==> src/rtl/tpc_pkg.sv <==
// Shared constants and types for the triangle plane clipper.
// Used by every module of the block; depends on nothing else.
package tpc_pkg;

  localparam int FRAC_BITS_DEF  = 16;
  localparam int COORD_BITS_DEF = 32;
  localparam int PLANE_W        = 32;
  localparam int MARGIN_W       = 16;
  localparam int CFG_IDX_W      = 3;
  localparam int CFG_DATA_W     = 32;
  // Raw quotient width and saturated interpolation factor width.
  localparam int QUO_W          = 64;
  localparam int TQ_W           = 63;
  localparam int MUL_LO_W       = 32;

  localparam logic [CFG_IDX_W-1:0] REG_PLANE_A = 3'd0;
  localparam logic [CFG_IDX_W-1:0] REG_PLANE_B = 3'd1;
  localparam logic [CFG_IDX_W-1:0] REG_PLANE_C = 3'd2;
  localparam logic [CFG_IDX_W-1:0] REG_PLANE_D = 3'd3;
  localparam logic [CFG_IDX_W-1:0] REG_MARGIN  = 3'd4;

  localparam logic [PLANE_W-1:0]  PLANE_A_RST = 32'h0001_0000;
  localparam logic [PLANE_W-1:0]  PLANE_B_RST = 32'h0000_0000;
  localparam logic [PLANE_W-1:0]  PLANE_C_RST = 32'h0000_0000;
  localparam logic [PLANE_W-1:0]  PLANE_D_RST = 32'h0001_0000;
  localparam logic [MARGIN_W-1:0] MARGIN_RST  = 16'd1;

  typedef struct packed {
    logic full;
    logic empty;
  } tpc_qstat_t;

endpackage

==> src/rtl/tpc_queue.sv <==
// Two-entry queue that decouples classification from clipping.
// Uses tpc_pkg for the status struct.
module tpc_queue import tpc_pkg::*; #(
  parameter int W = 8
) (
  input  logic         clk,
  input  logic         rst,
  input  logic         push,
  input  logic [W-1:0] push_data,
  input  logic         pop,
  output logic [W-1:0] pop_data,
  output tpc_qstat_t   qstat
);

  logic [W-1:0] slots [2];
  logic wr_ptr, rd_ptr;
  logic [1:0] count;

  assign qstat.full  = (count == 2'd2);
  assign qstat.empty = (count == 2'd0);
  assign pop_data    = slots[rd_ptr];

  always_ff @(posedge clk) begin
    if (push) begin
      slots[wr_ptr] <= push_data;
    end
  end

  always_ff @(posedge clk) begin
    if (rst) begin
      wr_ptr <= 1'b0;
      rd_ptr <= 1'b0;
      count  <= '0;
    end else begin
      if (push) wr_ptr <= !wr_ptr;
      if (pop)  rd_ptr <= !rd_ptr;
      count <= count + 2'(push) - 2'(pop);
    end
  end

endmodule

==> config.mk <==
export PLATFORM = sky130hd
export DESIGN_NAME = tpc_queue
export DESIGN_NICKNAME = d
export VERILOG_FILES = /design/src/rtl/tpc_pkg.sv /design/src/rtl/tpc_queue.sv
export SDC_FILE = /design/constraint.sdc
export NUM_CORES = 1
export LEC_CHECK = 0
export BUFFER_PORTS_ARGS = -buffer_cell sky130_fd_sc_hd__clkbuf_2
export CORE_MARGIN = 2
export CORE_UTILIZATION = 52
export CTS_BUF_LIST = sky130_fd_sc_hd__clkbuf_4 sky130_fd_sc_hd__clkbuf_8
export CTS_CLUSTER_DIAMETER = 150
export DETAILED_ROUTE_END_ITERATION = 8
export PLACE_DENSITY = 0.8
export RECOVER_POWER = 50
export SETUP_SLACK_MARGIN = 0.05
export SYNTH_ARGS = -nofsm -noshare
export SYNTH_HDL_FRONTEND = slang
export SYNTH_SLANG_ARGS = --single-unit
==> constraint.sdc <==
create_clock -name clk -period 2 [get_ports clk]
set_clock_uncertainty 0.2 [all_clocks]
set_input_delay 0.5 -clock clk [delete_from_list [all_inputs] [get_ports clk]]
set_output_delay 0.5 -clock clk [all_outputs]
set_load 0.005 [all_outputs]
Word-level counts from Yosys, hierarchy flattened --
Memory sizes are Yosys's and may differ from the RTL's. A register that Yosys moved wholly into a read port is not among the register bits. Index checks and enable logic that the tools add are counted.
Word-level totals: bits in latches 0, register bits 4, logic and storage cells 14, output and inout bits 10, bits in read-only memories 0, RAM bits 16, memories kept 1
Memory list:
- slots | words 2, width 8, rd ports 1, clocked after memory_dff 1, write ports 1, line tpc_queue.sv:15 | logic [W-1:0] slots [2];
Operators by class: eq/ne operators 1, magnitude comparators 0, multipliers 0, bitwise gates (word level) 0, mux-type cells 4, shift-type cells 0, add/subtract/negate cells 2, div/mod/pow operators 0, reductions and logical operators 3
Operators by type and width (count):
- 1-bit two-way mux | 4
- 2-bit by 1-bit adder with 2-bit output | 1
- 2-bit == test (second input constant) | 1
- 1-bit logical NOT | 2
- 2-bit logical NOT | 1
- 2-bit by 1-bit subtractor with 2-bit output | 1

Longest topological paths before layout --
depth in word-level cells 3, mapped depth 6, depth with buffers taken out 6

Worst setup path after synthesis --
Ideal clock, no wire load.
path type input port to flip-flop, start in pop, end reg count[1], stages on the path 5, data required time 1.736 ns, path buffers 0, arrival 1.372 ns, setup slack 0.364 ns, path through ha_1 inv_1 ha_1 xnor3_1 nor2_1
On the way: longest elaborated chain between the ends 1
Ends and longest elaborated chain:
- start, declared | line tpc_queue.sv:10 | input logic pop,
- 2-bit by 1-bit subtractor with 2-bit output | line tpc_queue.sv:37 | count <= count + 2'(push) - 2'(pop);
- end signal, assigned | line tpc_queue.sv:37
- end, declared | line tpc_queue.sv:17 | logic [1:0] count;
No other way between the ends. A chain may end at the register's enable or synchronous reset.

==> metrics.yaml <==
synth_area_per_cell_um2: 17.2
path_class: "reg -> out"
cts.clk_slew.worst_paths_ns: 0.11
power_uw: 864
num_rows: 14
dieArea_mm2: 0.00185
hold_viol_final: 0
wl_per_cell_um: 13.8
grt_pass1_vias: 441
grt_max_degree: 12
ys_seq_area_share_pct: 73.3
cts_hold_buf: 0
p_sw_uw: 189
cts_buffers: 3
swShare_pct: 21.9
insertion_delay_ns: 0.29
clock_path_buffers: 2
die_x_um: 43.0
nFillCells: 125
drtIter0Drc: 4
final_common_cell: "edfxtp_1"
fin_crit_sh_pct: 94.0
place.gp.congestion: 0.630
rsz0062_at_grt: "false"
hold_path_class: "in -> reg"
die_h_um: 43.0
start_util_pct: 53.8
cap_violations: 0
power_leakage_nw: 0.368
cts_root_buffer: "clkbuf_4"
start_kind: "flip-flop"
rrSetupSlack_ns: 0.43
dp_hpwl_um: 899
maxSlewViolCount: 0
clock_sinks: 21
p_int_uw: 674
vdd_ir_drop_max_v: 0.000596
grt_overflow_total: 0
min_period_ns: 1.88
synth_cell_types: 11
cp.required_ns: 1.30
syn_nets: 60
p_per_area_mw_per_mm2: 918
crit_path_end: "pop_data[6]"
clkPwrFrac_pct: 24.1
fp.coreArea_mm2: 0.00147
dp.cells: 83
final_cell_mix: "edfxtp_1 (16), clkbuf_2 (14), mux2_2 (8), clkbuf_1 (8), nor2_1 (5)"
worst-path-max-fanout: 8
grt_first_pass_wirelength_um: 1870
ys_ff_latch: 21
finalSetupTns_ns: 0
fin_util_pct: 63.9
yosysWarnings: 0
syn_area_um2: 792
drc_errors: 0
syn_inst: 46
setup_violations: 0
r2r_start: "count[0]$_SDFF_PP0_"
worst_r2r_endpoint: "count[1]$_SDFF_PP0_"
critPathArrivalTime_ns: 1.18
stdcell_count: 87
ant_nets: 0
setup.worst_path.end_class: "primary output"
htree_levels: 1
dr.pass1.iters: 5
via_per_inst: 5.06
antenna_found_initial: 0
wl_um: 1200
rr_worst_depth: 6
status: "completed"
cts_tree: "built"
slew_headroom_pct: 68.9
p_seq_share_pct: 60.9
vias: 440
fmax_ghz: 0.532
comb_power_share_pct: 15.0
worst_pin_slew_ns: 0.466
area_growth_pct: 18.8
drive_gt1_share_pct: 38.0
n_antenna_cell: 0
grtUsageTotal_pct: 14.2
nNetsFinal: 86
portBuffers: 21
io_pins: 22
-- power groups by stage --
| stage | Clock, mW | Combinational (mW) | Sequential, mW |
|---|---|---|---|
| detailed placement | 0 | 0.133 | 0.537 |
| floorplan | 0 | 0.0848 | 0.527 |
| CTS | 0.214 | 0.134 | 0.527 |
| finish | 0.208 | 0.130 | 0.526 |
| global route | 0.229 | 0.140 | 0.531 |
| global placement | 0 | 0.128 | 0.534 |
-- registers in the layout (all words and copies together), names as in the netlist, named ones only --
| register | cells |
|---|---|
| slots | 16 |
| count | 2 |
| rd_ptr | 1 |
| wr_ptr | 1 |
-- layout make-up --
type | instances | area, um^2 | share of cell area [%]
flip-flops and latches | 21 | 584 | 62.1
multi-input cells | 22 | 199 | 21.1
repair buffers | 22 | 100 | 10.6
clock buffers | 4 | 30.0 | 3.19
well taps | 16 | 20.0 | 2.13
inverters | 2 | 7.51 | 0.798
-- synth_stat cells --
cell	n	area share, %
edfxtp_1	16	61
mux2_2	8	11
dfxtp_1	5	13
nor2_1	5	2.4
nor2b_1	3	2.4
ha_1	2	3.2
inv_1	2	0.95
xnor2_1	2	2.2
and2_1	1	0.79
buf_2	1	0.63
xnor3_1	1	2.8
-- stage by stage --
step	hold WS [ns]	instance area (um^2)	setup slack (ns)
floorplan	0.280	792	0.364
global placement	0.304	920	0.235
detailed placement	0.342	920	0.197
CTS	0.186	951	0.0608
global route	0.177	941	0.0816
finish	0.188	941	0.119
-- metal layers --
layer,track usage [%],routed length [um]
met4,7.27,5
met2,24.8,655
met1,16.3,485
met3,2.98,54
met5,0,0
-- cells by family after synthesis --
family / after synthesis / share of synthesized area [%]
simple gates: 9 / 5.53
buf+inv: 3 / 1.58
xor+xnor: 3 / 5.06
mux: 8 / 11.4
fa+ha+maj: 2 / 3.16
flops: 21 / 73.3
-- worst min-delay path by stage --
stage | startpoint | endpoint | slack (ns) | depth (start not counted)
3_3_place_gp | rd_ptr$_SDFFE_PP0P_ | rd_ptr$_SDFFE_PP0P_ | 0.30 | 2
6_report | push_data[5] | slots[1][5]$_DFFE_PP_ | 0.19 | 1
4_1_cts | push_data[5] | slots[1][5]$_DFFE_PP_ | 0.19 | 1
2_1_floorplan | rd_ptr$_SDFFE_PP0P_ | flip-flop | 0.28 | 2
5_1_grt | push_data[5] | slots[0][5]$_DFFE_PP_ | 0.18 | 1
3_5_place_dp | rd_ptr$_SDFFE_PP0P_ | rd_ptr$_SDFFE_PP0P_ | 0.34 | 2
-- worst max-delay path: stages (launching register included) --
cell and delay, ns:
dfxtp_4 0.42, mux2_2 0.35, clkbuf_2 0.12
-- what timing repair did --
action                     in CTS  in global routing
buffers inserted                0                  0
pin swaps                       0                  0
setup endpoints to repair       8                  7
gates resized for setup         1                  1
No activity file was read; power rests on OpenSTA's default activity.
